File: config.mk
export PLATFORM = sky130hd
export DESIGN_NAME = scaled_seven_segment_text_renderer
export DESIGN_NICKNAME = d
export VERILOG_FILES = /design/src/hw/rtl/ssr_pkg.sv /design/src/hw/rtl/ssr_bcd_conv.sv /design/src/hw/rtl/ssr_glyph.sv /design/src/hw/rtl/scaled_seven_segment_text_renderer.sv
export SDC_FILE = /design/constraint.sdc
export NUM_CORES = 1
export LEC_CHECK = 0
export BUFFER_PORTS_ARGS = -buffer_cell sky130_fd_sc_hd__buf_4
export CAP_MARGIN = 20
export CORE_MARGIN = 1.5
export CORE_UTILIZATION = 60
export CTS_CLUSTER_SIZE = 12
export DETAILED_ROUTE_END_ITERATION = 6
export GPL_TIMING_DRIVEN = 0
export MAX_ROUTING_LAYER = met4
export PLACE_DENSITY_LB_ADDON = 0.08
export SETUP_SLACK_MARGIN = 0.05
export SLEW_MARGIN = 40
export SYNTH_ARGS = -nofsm -noshare
export SYNTH_HDL_FRONTEND = slang
export SYNTH_SLANG_ARGS = --single-unit
File: constraint.sdc
create_clock -name aclk -period 8.3 [get_ports aclk]
set_input_delay 0.83 -clock aclk [delete_from_list [all_inputs] [get_ports aclk]]
set_output_delay 0.83 -clock aclk [all_outputs]
set_load 0.005 [all_outputs]
File: src/hw/rtl/ssr_pkg.sv
package ssr_pkg;

    // Field widths fixed by the interface.
    localparam int SIZE_W  = 4;
    localparam int NUM_W   = 27;
    localparam int DIGIT_W = 4;
    localparam int CHAR_W  = 7;

    // Derived widths for size arithmetic: cell width (size + 3) and bottom line (2 * size + 2).
    localparam int WID_W = SIZE_W + 1;
    localparam int BOT_W = SIZE_W + 2;

    // Binary to BCD conversion: a 27-bit value has at most nine decimal digits.
    localparam int BCD_DIGITS    = 9;
    localparam int BCD_W         = BCD_DIGITS * DIGIT_W;
    localparam int CNT_W         = 4;
    localparam int BITS_PER_STEP = 3;
    localparam int CONV_STEPS    = NUM_W / BITS_PER_STEP;
    localparam int STEP_W        = 4;

    // Item kinds carried in tuser.
    localparam logic MODE_LOAD  = 1'b0;
    localparam logic MODE_FETCH = 1'b1;

    // ASCII codes of the picture.
    localparam logic [CHAR_W-1:0] CH_SPACE = 7'd32;
    localparam logic [CHAR_W-1:0] CH_DASH  = 7'd45;
    localparam logic [CHAR_W-1:0] CH_BAR   = 7'd124;
    localparam logic [CHAR_W-1:0] CH_NL    = 7'd10;

    // Segment bit positions.
    localparam int SEG_TOP    = 0;
    localparam int SEG_UP_R   = 1;
    localparam int SEG_LO_R   = 2;
    localparam int SEG_BOTTOM = 3;
    localparam int SEG_LO_L   = 4;
    localparam int SEG_UP_L   = 5;
    localparam int SEG_MIDDLE = 6;

    typedef logic [6:0] seg_t;

    typedef struct packed {
        logic busy;
        logic done;
    } conv_status_t;

    function automatic seg_t seg_decode(input logic [DIGIT_W-1:0] digit);
        seg_t segs;
        case (digit)
            4'd0: segs = 7'h3F;
            4'd1: segs = 7'h06;
            4'd2: segs = 7'h5B;
            4'd3: segs = 7'h4F;
            4'd4: segs = 7'h66;
            4'd5: segs = 7'h6D;
            4'd6: segs = 7'h7D;
            4'd7: segs = 7'h07;
            4'd8: segs = 7'h7F;
            4'd9: segs = 7'h6F;
            default: segs = 7'h00;
        endcase
        return segs;
    endfunction

    // Double-dabble correction: add three to every BCD digit that is five or more.
    function automatic logic [BCD_W-1:0] bcd_adjust(input logic [BCD_W-1:0] bcd);
        logic [BCD_W-1:0] res;
        res = bcd;
        for (int i = 0; i < BCD_DIGITS; i++) begin
            if (bcd[i*DIGIT_W +: DIGIT_W] >= 4'd5) begin
                res[i*DIGIT_W +: DIGIT_W] = bcd[i*DIGIT_W +: DIGIT_W] + 4'd3;
            end
        end
        return res;
    endfunction

endpackage

File: src/hw/rtl/ssr_bcd_conv.sv
module ssr_bcd_conv
    import ssr_pkg::*;
#(
    parameter int MAX_DIGITS = 8,
    parameter int POS_W      = 4
) (
    input  logic                                 aclk,
    input  logic                                 aresetn,
    input  logic                                 start,
    input  logic [NUM_W-1:0]                     number,
    output conv_status_t                         status,
    output logic [MAX_DIGITS-1:0][DIGIT_W-1:0]   digits,
    output logic [POS_W-1:0]                     digit_count
);

    function automatic logic [63:0] pow10(input int n);
        logic [63:0] p;
        p = 64'd1;
        for (int i = 0; i < n; i++) begin
            p = p * 64'd10;
        end
        return p;
    endfunction

    localparam logic [63:0] LIMIT = pow10(MAX_DIGITS);

    logic [NUM_W-1:0]  bin_reg,  bin_next;
    logic [BCD_W-1:0]  bcd_reg,  bcd_next;
    logic [STEP_W-1:0] step_reg;
    logic              busy_reg;
    logic [NUM_W-1:0]  clipped;
    logic [CNT_W-1:0]  cnt;

    // Numbers with more digits than the store holds saturate to all nines.
    assign clipped = (64'(number) >= LIMIT) ? NUM_W'(LIMIT - 64'd1) : number;

    always_comb begin
        logic [BCD_W+NUM_W-1:0] work;
        work = {bcd_reg, bin_reg};
        for (int k = 0; k < BITS_PER_STEP; k++) begin
            work[BCD_W+NUM_W-1 -: BCD_W] = bcd_adjust(work[BCD_W+NUM_W-1 -: BCD_W]);
            work = work << 1;
        end
        bcd_next = work[BCD_W+NUM_W-1 -: BCD_W];
        bin_next = work[NUM_W-1:0];
    end

    always_ff @(posedge aclk) begin
        if (!aresetn) begin
            busy_reg <= 1'b0;
            step_reg <= '0;
        end else if (start) begin
            busy_reg <= 1'b1;
            step_reg <= STEP_W'(CONV_STEPS);
        end else if (busy_reg) begin
            if (step_reg == '0) begin
                busy_reg <= 1'b0;
            end else begin
                step_reg <= step_reg - 1'b1;
            end
        end
    end

    always_ff @(posedge aclk) begin
        if (start) begin
            bin_reg <= clipped;
            bcd_reg <= '0;
        end else if (busy_reg && step_reg != '0) begin
            bin_reg <= bin_next;
            bcd_reg <= bcd_next;
        end
    end

    assign status.busy = busy_reg;
    assign status.done = busy_reg && (step_reg == '0);

    // Count of significant digits; zero still shows one digit.
    always_comb begin
        cnt = CNT_W'(1);
        for (int i = 1; i < BCD_DIGITS; i++) begin
            if (bcd_reg[i*DIGIT_W +: DIGIT_W] != '0) begin
                cnt = CNT_W'(i + 1);
            end
        end
    end

    assign digit_count = POS_W'(cnt);

    for (genvar g = 0; g < MAX_DIGITS; g++) begin : g_digits
        if (g < BCD_DIGITS) begin : g_real
            assign digits[g] = bcd_reg[g*DIGIT_W +: DIGIT_W];
        end else begin : g_zero
            assign digits[g] = '0;
        end
    end

endmodule

File: src/hw/rtl/ssr_glyph.sv
module ssr_glyph
    import ssr_pkg::*;
#(
    parameter int LINE_W = 5,
    parameter int COL_W  = 4
) (
    input  logic [SIZE_W-1:0]  size,
    input  logic [LINE_W-1:0]  line_idx,
    input  logic [COL_W-1:0]   col_idx,
    input  logic [DIGIT_W-1:0] digit,
    output logic [CHAR_W-1:0]  character
);

    seg_t             segs;
    logic [BOT_W-1:0] ln;
    logic [BOT_W-1:0] s_b;
    logic [BOT_W-1:0] bottom;
    logic [WID_W-1:0] cl;
    logic [WID_W-1:0] s_w;
    logic             dash_col;
    logic             left_col;
    logic             right_col;

    assign segs      = seg_decode(digit);
    assign ln        = BOT_W'(line_idx);
    assign s_b       = BOT_W'(size);
    assign bottom    = {s_b[BOT_W-2:0], 1'b0} + BOT_W'(2);
    assign cl        = WID_W'(col_idx);
    assign s_w       = WID_W'(size);
    assign dash_col  = (cl >= WID_W'(1)) && (cl <= s_w);
    assign left_col  = (cl == '0);
    assign right_col = (cl == s_w + WID_W'(1));

    always_comb begin
        character = CH_SPACE;
        if (ln == '0) begin
            if (dash_col && segs[SEG_TOP]) character = CH_DASH;
        end else if (ln <= s_b) begin
            if (left_col && segs[SEG_UP_L]) character = CH_BAR;
            if (right_col && segs[SEG_UP_R]) character = CH_BAR;
        end else if (ln == s_b + BOT_W'(1)) begin
            if (dash_col && segs[SEG_MIDDLE]) character = CH_DASH;
        end else if (ln < bottom) begin
            if (left_col && segs[SEG_LO_L]) character = CH_BAR;
            if (right_col && segs[SEG_LO_R]) character = CH_BAR;
        end else begin
            // Bottom line, and any line left past it by a smaller size.
            if (dash_col && segs[SEG_BOTTOM]) character = CH_DASH;
        end
    end

endmodule

File: src/hw/rtl/scaled_seven_segment_text_renderer.sv
// Scaled seven-segment text renderer.
// The slave channel takes beats whose tuser selects the kind: a load beat (tuser 0)
// carries a number in tdata and starts a new frame; a fetch beat (tuser 1) asks
// for the next character of the picture. Each fetch inside a frame yields one
// master beat carrying an ASCII code (space, dash, bar or newline); the newline
// that ends the bottom line has tlast set and closes the frame. Fetches outside
// a frame, and load beats, produce no master beat.
// The glyph size is written through cfg_wr_en / cfg_wr_data; the user must do so only
// while the block is idle, as the block itself does not enforce it. A fetch result
// appears on the master side in the cycle after acceptance, and fetches are taken
// one per cycle unless the receiver stalls or a load is converting. A load is split
// into decimal digits by an iterative double-dabble converter that handles three bits
// per cycle; s_tready stays low after a load beat while that converter runs. When the
// receiver stalls, the result register holds its beat and s_tready drops until the
// beat is taken, so no character is lost or repeated. Reset (aresetn low at a clock
// edge) clears the frame, the counters and m_tvalid, and sets the glyph size to 1.
// The digit store is not reset; it is always rewritten by a load before a frame reads it.
module scaled_seven_segment_text_renderer
    import ssr_pkg::*;
#(
    parameter int MAX_DIGITS = 8,
    parameter int MAX_SIZE   = 10
) (
    input  logic              aclk,
    input  logic              aresetn,
    // Configuration: glyph size.
    input  logic              cfg_wr_en,
    input  logic [SIZE_W-1:0] cfg_wr_data,
    // Input channel.
    input  logic              s_tvalid,
    output logic              s_tready,
    input  logic [31:0]       s_tdata,   // [26:0] number, [31:27] zero
    input  logic              s_tuser,   // [0] mode
    // Result channel.
    output logic              m_tvalid,
    input  logic              m_tready,
    output logic [7:0]        m_tdata,   // [6:0] character, [7] zero
    output logic              m_tlast
);

    localparam int POS_W  = $clog2(MAX_DIGITS + 1);
    localparam int DIDX_W = (MAX_DIGITS > 1) ? $clog2(MAX_DIGITS) : 1;
    localparam int LINE_W = $clog2(2 * MAX_SIZE + 3);
    localparam int COL_W  = $clog2(MAX_SIZE + 3);

    // Configuration register.
    logic [SIZE_W-1:0] glyph_size_reg;

    // Frame position state.
    logic [DIGIT_W-1:0] digit_store_reg [MAX_DIGITS];
    logic [POS_W-1:0]   digit_count_reg;
    logic [POS_W-1:0]   digit_pos_reg,    digit_pos_next;
    logic [LINE_W-1:0]  line_idx_reg,     line_idx_next;
    logic [COL_W-1:0]   col_idx_reg,      col_idx_next;
    logic               frame_active_reg, frame_active_next;

    // Result register.
    logic              m_tvalid_reg;
    logic [CHAR_W-1:0] char_reg, char_next;
    logic              last_reg, last_next;

    conv_status_t                       conv_stat;
    logic [MAX_DIGITS-1:0][DIGIT_W-1:0] conv_digits;
    logic [POS_W-1:0]                   conv_count;

    logic               s_accept;
    logic               load_go;
    logic               fetch_go;
    logic [SIZE_W-1:0]  eff_size;
    logic [WID_W-1:0]   cell_width;
    logic [BOT_W-1:0]   bottom;
    logic [WID_W-1:0]   col_inc;
    logic               newline_due;
    logic [POS_W-1:0]   read_idx;
    logic [DIGIT_W-1:0] cur_digit;
    logic [CHAR_W-1:0]  glyph_char;

    // The converter owns the input while busy; otherwise a beat is taken whenever the
    // result register is free or being emptied in this cycle.
    assign s_tready = !conv_stat.busy && (!m_tvalid_reg || m_tready);
    assign s_accept = s_tvalid && s_tready;
    assign load_go  = s_accept && (s_tuser == MODE_LOAD);
    assign fetch_go = s_accept && (s_tuser == MODE_FETCH) && frame_active_reg;

    always_ff @(posedge aclk) begin
        if (!aresetn) begin
            glyph_size_reg <= SIZE_W'(1);
        end else if (cfg_wr_en) begin
            glyph_size_reg <= cfg_wr_data;
        end
    end

    // Size zero draws as one, sizes above the maximum saturate.
    always_comb begin
        if (glyph_size_reg == '0) begin
            eff_size = SIZE_W'(1);
        end else if (glyph_size_reg > SIZE_W'(MAX_SIZE)) begin
            eff_size = SIZE_W'(MAX_SIZE);
        end else begin
            eff_size = glyph_size_reg;
        end
    end

    assign cell_width = WID_W'(eff_size) + WID_W'(3);
    assign bottom     = {1'b0, eff_size, 1'b0} + BOT_W'(2);

    ssr_bcd_conv #(
        .MAX_DIGITS (MAX_DIGITS),
        .POS_W      (POS_W)
    ) u_conv (
        .aclk        (aclk),
        .aresetn     (aresetn),
        .start       (load_go),
        .number      (s_tdata[NUM_W-1:0]),
        .status      (conv_stat),
        .digits      (conv_digits),
        .digit_count (conv_count)
    );

    // The store holds digits least significant first, so the most significant digit
    // of the picture sits at index count - 1.
    assign newline_due = (digit_pos_reg >= digit_count_reg);
    assign read_idx    = digit_count_reg - digit_pos_reg - POS_W'(1);
    assign cur_digit   = digit_store_reg[read_idx[DIDX_W-1:0]];

    ssr_glyph #(
        .LINE_W (LINE_W),
        .COL_W  (COL_W)
    ) u_glyph (
        .size      (eff_size),
        .line_idx  (line_idx_reg),
        .col_idx   (col_idx_reg),
        .digit     (cur_digit),
        .character (glyph_char)
    );

    assign col_inc = WID_W'(col_idx_reg) + WID_W'(1);

    always_comb begin
        digit_pos_next    = digit_pos_reg;
        line_idx_next     = line_idx_reg;
        col_idx_next      = col_idx_reg;
        frame_active_next = frame_active_reg;
        char_next         = glyph_char;
        last_next         = 1'b0;
        if (newline_due) begin
            char_next      = CH_NL;
            digit_pos_next = '0;
            col_idx_next   = '0;
            // A line past the bottom, left by a smaller size, also closes the frame.
            if (BOT_W'(line_idx_reg) >= bottom) begin
                last_next         = 1'b1;
                frame_active_next = 1'b0;
                line_idx_next     = '0;
            end else begin
                line_idx_next = line_idx_reg + LINE_W'(1);
            end
        end else if (col_inc >= cell_width) begin
            col_idx_next   = '0;
            digit_pos_next = digit_pos_reg + POS_W'(1);
        end else begin
            col_idx_next = col_inc[COL_W-1:0];
        end
    end

    always_ff @(posedge aclk) begin
        if (!aresetn) begin
            digit_count_reg  <= '0;
            digit_pos_reg    <= '0;
            line_idx_reg     <= '0;
            col_idx_reg      <= '0;
            frame_active_reg <= 1'b0;
        end else if (conv_stat.done) begin
            digit_count_reg  <= conv_count;
            digit_pos_reg    <= '0;
            line_idx_reg     <= '0;
            col_idx_reg      <= '0;
            frame_active_reg <= 1'b1;
        end else if (load_go) begin
            // The old frame is dropped; the new one opens when the digits are ready.
            frame_active_reg <= 1'b0;
        end else if (fetch_go) begin
            digit_pos_reg    <= digit_pos_next;
            line_idx_reg     <= line_idx_next;
            col_idx_reg      <= col_idx_next;
            frame_active_reg <= frame_active_next;
        end
    end

    always_ff @(posedge aclk) begin
        if (conv_stat.done) begin
            for (int i = 0; i < MAX_DIGITS; i++) begin
                digit_store_reg[i] <= conv_digits[i];
            end
        end
    end

    always_ff @(posedge aclk) begin
        if (!aresetn) begin
            m_tvalid_reg <= 1'b0;
        end else if (fetch_go) begin
            m_tvalid_reg <= 1'b1;
        end else if (m_tready) begin
            m_tvalid_reg <= 1'b0;
        end
    end

    always_ff @(posedge aclk) begin
        if (fetch_go) begin
            char_reg <= char_next;
            last_reg <= last_next;
        end
    end

    assign m_tvalid = m_tvalid_reg;
    assign m_tdata  = {1'b0, char_reg};
    assign m_tlast  = last_reg;

endmodule

After elaboration in Yosys (flattened, before gate mapping)
Memory sizes are Yosys's and may differ from the RTL's.
Index checks and enable logic that the tools add are counted.

storage, ports and cells
  bits of input ports = 42
  ROM bits = 112
  register bits after elaboration = 99
  word-level logic and storage cells = 214
  output and inout bits = 11
  RAM bits = 32
  memories kept = 2

cells by class
  bitwise gates (word level) = 4
  add/subtract/negate cells = 37
  multiplexer cells = 72
  equality and inequality tests = 3
  reduce and logical (&&, ||, !) cells = 46
  $lt $le $gt $ge = 36

memory list
  name             depth  width  read ports  clocked after Yosys merged registers in  write ports  line                                      source
  (no name shown)  16     7      1           0                                        0            ssr_pkg.sv:49                             case (digit)
  digit_store_reg  8      4      1           0                                        8            scaled_seven_segment_text_renderer.sv:50  logic [DIGIT_W-1:0] digit_store_reg [MAX_DIGITS];

operators with widths
  operator                                                                number
  4-bit two-way mux                                                       38
  4-bit by 3-bit >= comparator with 1-bit output (second input constant)  27
  4-bit by 2-bit adder with 4-bit output (second input constant)          24
  27-bit two-way mux                                                      3
  7-bit two-way mux                                                       8
  4-bit nonzero test                                                      9
  27-bit >= comparator (second input constant)                            1
  3-bit two-way mux                                                       7
  4-bit by 1-bit adder with 5-bit output (second input constant)          3
  1-bit logical AND                                                       15
  1-bit two-way mux                                                       13
  3-bit by 2-bit adder with 3-bit output (second input constant)          3
  3-bit AND reduction                                                     3
  3-bit nonzero test                                                      3
  4-bit zero test                                                         2
  2-bit nonzero test                                                      4
  5-bit by 2-bit adder with 6-bit output (second input constant)          1
  5-bit by 6-bit equality test with 1-bit output                          1
  5-bit by 6-bit >= comparator with 1-bit output                          1
  6-bit zero test                                                         1
  5-bit by 6-bit less-than comparator with 1-bit output                   1
  2-bit AND reduction                                                     3
  4-bit by 2-bit adder with 5-bit output (second input constant)          1
  5-bit by 1-bit adder with 5-bit output (second input constant)          1
  other kinds (19)                                                        25

Logic depth before layout (Yosys ltp)
  depth after elaboration = 11
  mapped depth = 18
  depth with buffers taken out = 18

Cells and area by module
A second synthesis with hierarchy kept.

second synthesis, totals
  cell total of the unflattened synthesis = 1,061
  area total of the unflattened synthesis = 9,549.2 µm²

by module, submodules not included
  module                              sequential area each (µm²)  cells an instance  area an instance (µm²)  times used
  ssr_bcd_conv                        1,631.6                     711                5,776.8                 1
  scaled_seven_segment_text_renderer  1,661.6                     239                2,986.6                 1
  ssr_glyph                           0.0                         111                785.8                   1

Worst setup path before layout
Ideal clock, no wire load.

  path type = register to register
  start point = reg u_conv.bcd_reg[8]
  end point = reg u_conv.bcd_reg[10]
  path slack = 4,998 ps
  stages on the path, launching flop included = 18
  data arrival time = 3,227 ps
  setup time = 74 ps
  required time = 8,226 ps
  path buffers = 0
  clock period less this slack = 3,302 ps
  path through = dfxtp_1 -> inv_1 -> ha_1 -> nor2b_1 -> o21a_1 -> xnor2_1 -> ha_1 -> nand2b_1 -> a21oi_1 -> xnor2_1 -> inv_1 -> ha_1 -> nand2b_1 -> o21ai_0 -> a22oi_1 -> o22a_1 -> mux2_2 -> o21ai_0

on the way
  cells in the longest elaborated chain, start to end = 6
  elaborated cells between the ends (all ways) = 9
  those cells by class = 3 x add/sub; 3 x order compare; 3 x mux

ends and longest elaborated chain
  element                                                                                                          line                          source
  start, declared                                                                                                  ssr_bcd_conv.sv:28            logic [BCD_W-1:0] bcd_reg, bcd_next;
  start signal, assigned                                                                                           ssr_bcd_conv.sv:70            bcd_reg <= bcd_next;
  4-bit by 2-bit adder with 4-bit output / 4-bit by 3-bit >= comparator with 1-bit output (equally long branches)  ssr_pkg.sv:71, ssr_pkg.sv:70
  4-bit two-way mux (*)                                                                                            ssr_pkg.sv:70                 if (bcd[i*DIGIT_W +: DIGIT_W] >= 4'd5) begin
  4-bit by 3-bit >= comparator with 1-bit output / 4-bit by 2-bit adder with 4-bit output (equally long branches)  ssr_pkg.sv:70, ssr_pkg.sv:71
  4-bit two-way mux (*)                                                                                            ssr_pkg.sv:70
  4-bit by 2-bit adder with 4-bit output / 4-bit by 3-bit >= comparator with 1-bit output (equally long branches)  ssr_pkg.sv:71, ssr_pkg.sv:70
  4-bit two-way mux (*)                                                                                            ssr_pkg.sv:70

Mark *: on every way between the ends. The rest lies on a longest branch, timed or not.
A chain may end at the register's enable or synchronous reset.

Final worst setup path
Ends and elaborated chain as after synthesis.

==> results.toml <==
[cells_and_area]
seq_area_um2 = 3260
multi_input_area_um2 = 5530
largest_register_ffs = 36
fillers = 1215
drive_gt1_share_pct = 10.3
area_growth_pct = 12.6
final_cell_mix = "nand2_1 (93), inv_1 (93), ha_1 (92)"
layout.nets = 1215
antenna_cells = 0

[power_and_ir_drop]
combPwrFrac_pct = 52.7
p_int_uw = 1990
seqPwrFrac_pct = 25.5
power.switching_uw = 1400
switching_share_pct = 41.2
power_leakage_uw = 0.00430
peakVddDrop_uv = 225
pwr_density_cell_nw_per_um2 = 325
clockPowerShare_pct = 21.8

[logic_synthesis]
postSynthCellCount = 1016
synth_cell_type_count = 69
async_flop_share_pct = 0
ys_seq_elements = 130
yosys-top-cells-area = "edfxtp_1 (21%), dfxtp_1 (14%), ha_1 (12%), o21ai_0 (3.9%), inv_1 (3.8%)"
synth_top_area_cell = "edfxtp_1"
seq_area_frac_synth_pct = 35.2
syn_nets = 1151
synth_edf_count = 66
yosys_warnings = 0
synth_flop_cell = "edfxtp_1"
synth_top_area_share_pct = 21.4
synth_area_um2 = 9280
postSynthAreaPerCell_um2 = 9.14

[global_routing]
first_global_vias = 7149
grt-ovfl-total = 0
track_usage_pct = 27.0
antenna_found_initial = 0
grt_first_pass_wirelength_um = 34100
grt_max_degree = 38

[sta]
rsz0062_at_grt = "no"
max_freq_mhz = 261
timing.final.max_slew_violations = 0
fin_skew_ns = 0.00941
hold_viol = 0
setup_violations = 0
relSlewSlack_pct = 48.2
finalCritPeriodShare_pct = 46.2
layout_min_cycle_time_ns = 3.84
tns_ns = 0
tightest_slew_ns = 0.777
holdWs_ns = 0.466

[critical_path]
cp-end-kind = "flip-flop"
setup.worst_path.class = "flip-flop to flip-flop"
critPathLaunchType = "flip-flop"
crit_required_ns = 8.65
crit_fanout = 5
cp.arrival_ns = 4.19

[outcome]
status = "finished, final reports clean"

[die]
num_rows = 45
pin_count = 53
die_area_um2 = 16200
die_w_um = 127
core_um2 = 15100
start_util_pct = 61.3
die_h_um = 127

[clock_tree]
clock_latency_ns = 0.42
cts.clk_slew.worst_paths_ns = 0.06
htreeDepth = 4
clk_path_buf_depth = 2
cts_made_buffers = 17
cts_tree = "yes"
cts_num_sinks = 130
root_buffer = "clkbuf_16"
post_cts_resized = 0
postCtsHoldBufs = 0
cts_setup_buffers = 0

[placed_design]
port_buffers = 45
dp_hpwl_um = 15200
gp_congestion = 0.831

[routing]
vias = 7443
drt_iter0_drc = 409
route.detailed.drc = 0
totalWireLength_um = 20300
detail_route.wl_per_cell_um = 15.8
dr.pass1.iters = 7
avgViaCountPerCell = 5.81
antenna_left = 0

[min_path]
hold_class = "flip-flop to flip-flop"

[job]
maxCapViolations = 0
[cell families after synthesis]
family                   Yosys count  synth area share [%]
AND/OR/NAND/NOR                  313                  17.1
AO/OA/AOI/OAI                    255                  17.9
flip-flops                       130                  35.2
buffers and inverters            122                  5.26
adder cells (fa/ha/maj)           93                  12.6
multiplexers                      53                  7.00
XOR/XNOR                          48                  4.88
other                              2                0.0809
[layer usage]
metal | up-vias | routed length, um | global-route usage (%)
li1 | 3770 | - | -
met1 | 3508 | 9710 | 35.4
met2 | 144 | 9610 | 43.8
met3 | 21 | 658 | 3.73
met4 | 0 | 299 | 7.89
met5 | - | 0 | -
[power groups by stage]
stage | logic (uW) | clock network [uW] | registers (uW)
after floorplan | 1410 | 0 | 847
after global placement | 1740 | 0 | 875
after detailed placement | 1770 | 0 | 877
after CTS | 1790 | 745 | 865
after global routing | 2020 | 774 | 879
final | 1790 | 740 | 867
[synth_stat cells (all sizes together), types with 12 or more instances]
| master | instances |
|---|---|
| a21boi | 19 |
| a21oi | 49 |
| clkbuf | 21 |
| dfxtp | 64 |
| edfxtp | 66 |
| ha | 92 |
| inv | 95 |
| mux2 | 13 |
| mux2i | 34 |
| nand2 | 93 |
| nand2b | 38 |
| nand3 | 31 |
| nor2 | 52 |
| nor2b | 14 |
| nor3 | 12 |
| nor3b | 14 |
| o211ai | 18 |
| o21a | 24 |
| o21ai | 72 |
| xnor2 | 34 |
| xor2 | 13 |
[metrics by stage]
step	util (%)	cells	setup WS (ns)	cell area [um2]	total power (uW)
CTS	69.0	1281	4.45	10400	3390
finish	69.0	1281	4.46	10400	3390
global route	69.0	1281	4.07	10400	3680
detailed placement	65.1	1249	4.47	9860	2650
floorplan	-	1016	5.00	9280	2260
global placement	65.1	1249	4.06	9850	2610
[final cells by class]
cell class / instances / share of cell area, %
clock inverters: 12 / 1.27
repair buffers: 45 / 3.23
well taps: 188 / 2.25
inverters: 95 / 3.41
multi-input cells: 764 / 52.9
plain buffers: 27 / 1.29
flip-flops and latches: 130 / 31.2
clock buffers: 20 / 4.37
[final timing paths]
check,from,end,slack (ns),cells after the start
worst max register to register,u_conv.bcd_reg[8],u_conv.bcd_reg[10],4.46,17
worst max-delay path,u_conv.bcd_reg[8],u_conv.bcd_reg[10],4.46,17
worst min register to register,u_conv.bin_reg[24],u_conv.bcd_reg[0],0.47,2
worst min-delay path,u_conv.bin_reg[24],u_conv.bcd_reg[0],0.47,2
[critical path, stage by stage (launching register included)]
cell and delay, ns:
dfxtp_1 0.38, inv_1 0.11, ha_1 0.27, nor2b_1 0.18, o21a_1 0.21, xnor2_1 0.38, ha_1 0.32, nand2b_1 0.13
a21oi_1 0.19, xnor2_1 0.18, inv_1 0.12, ha_1 0.25, nand2b_1 0.14, o21ai_0 0.10, a22oi_1 0.14, o22a_1 0.20
mux2_2 0.34, o21ai_0 0.12
Power figures use the tool's default switching activity.
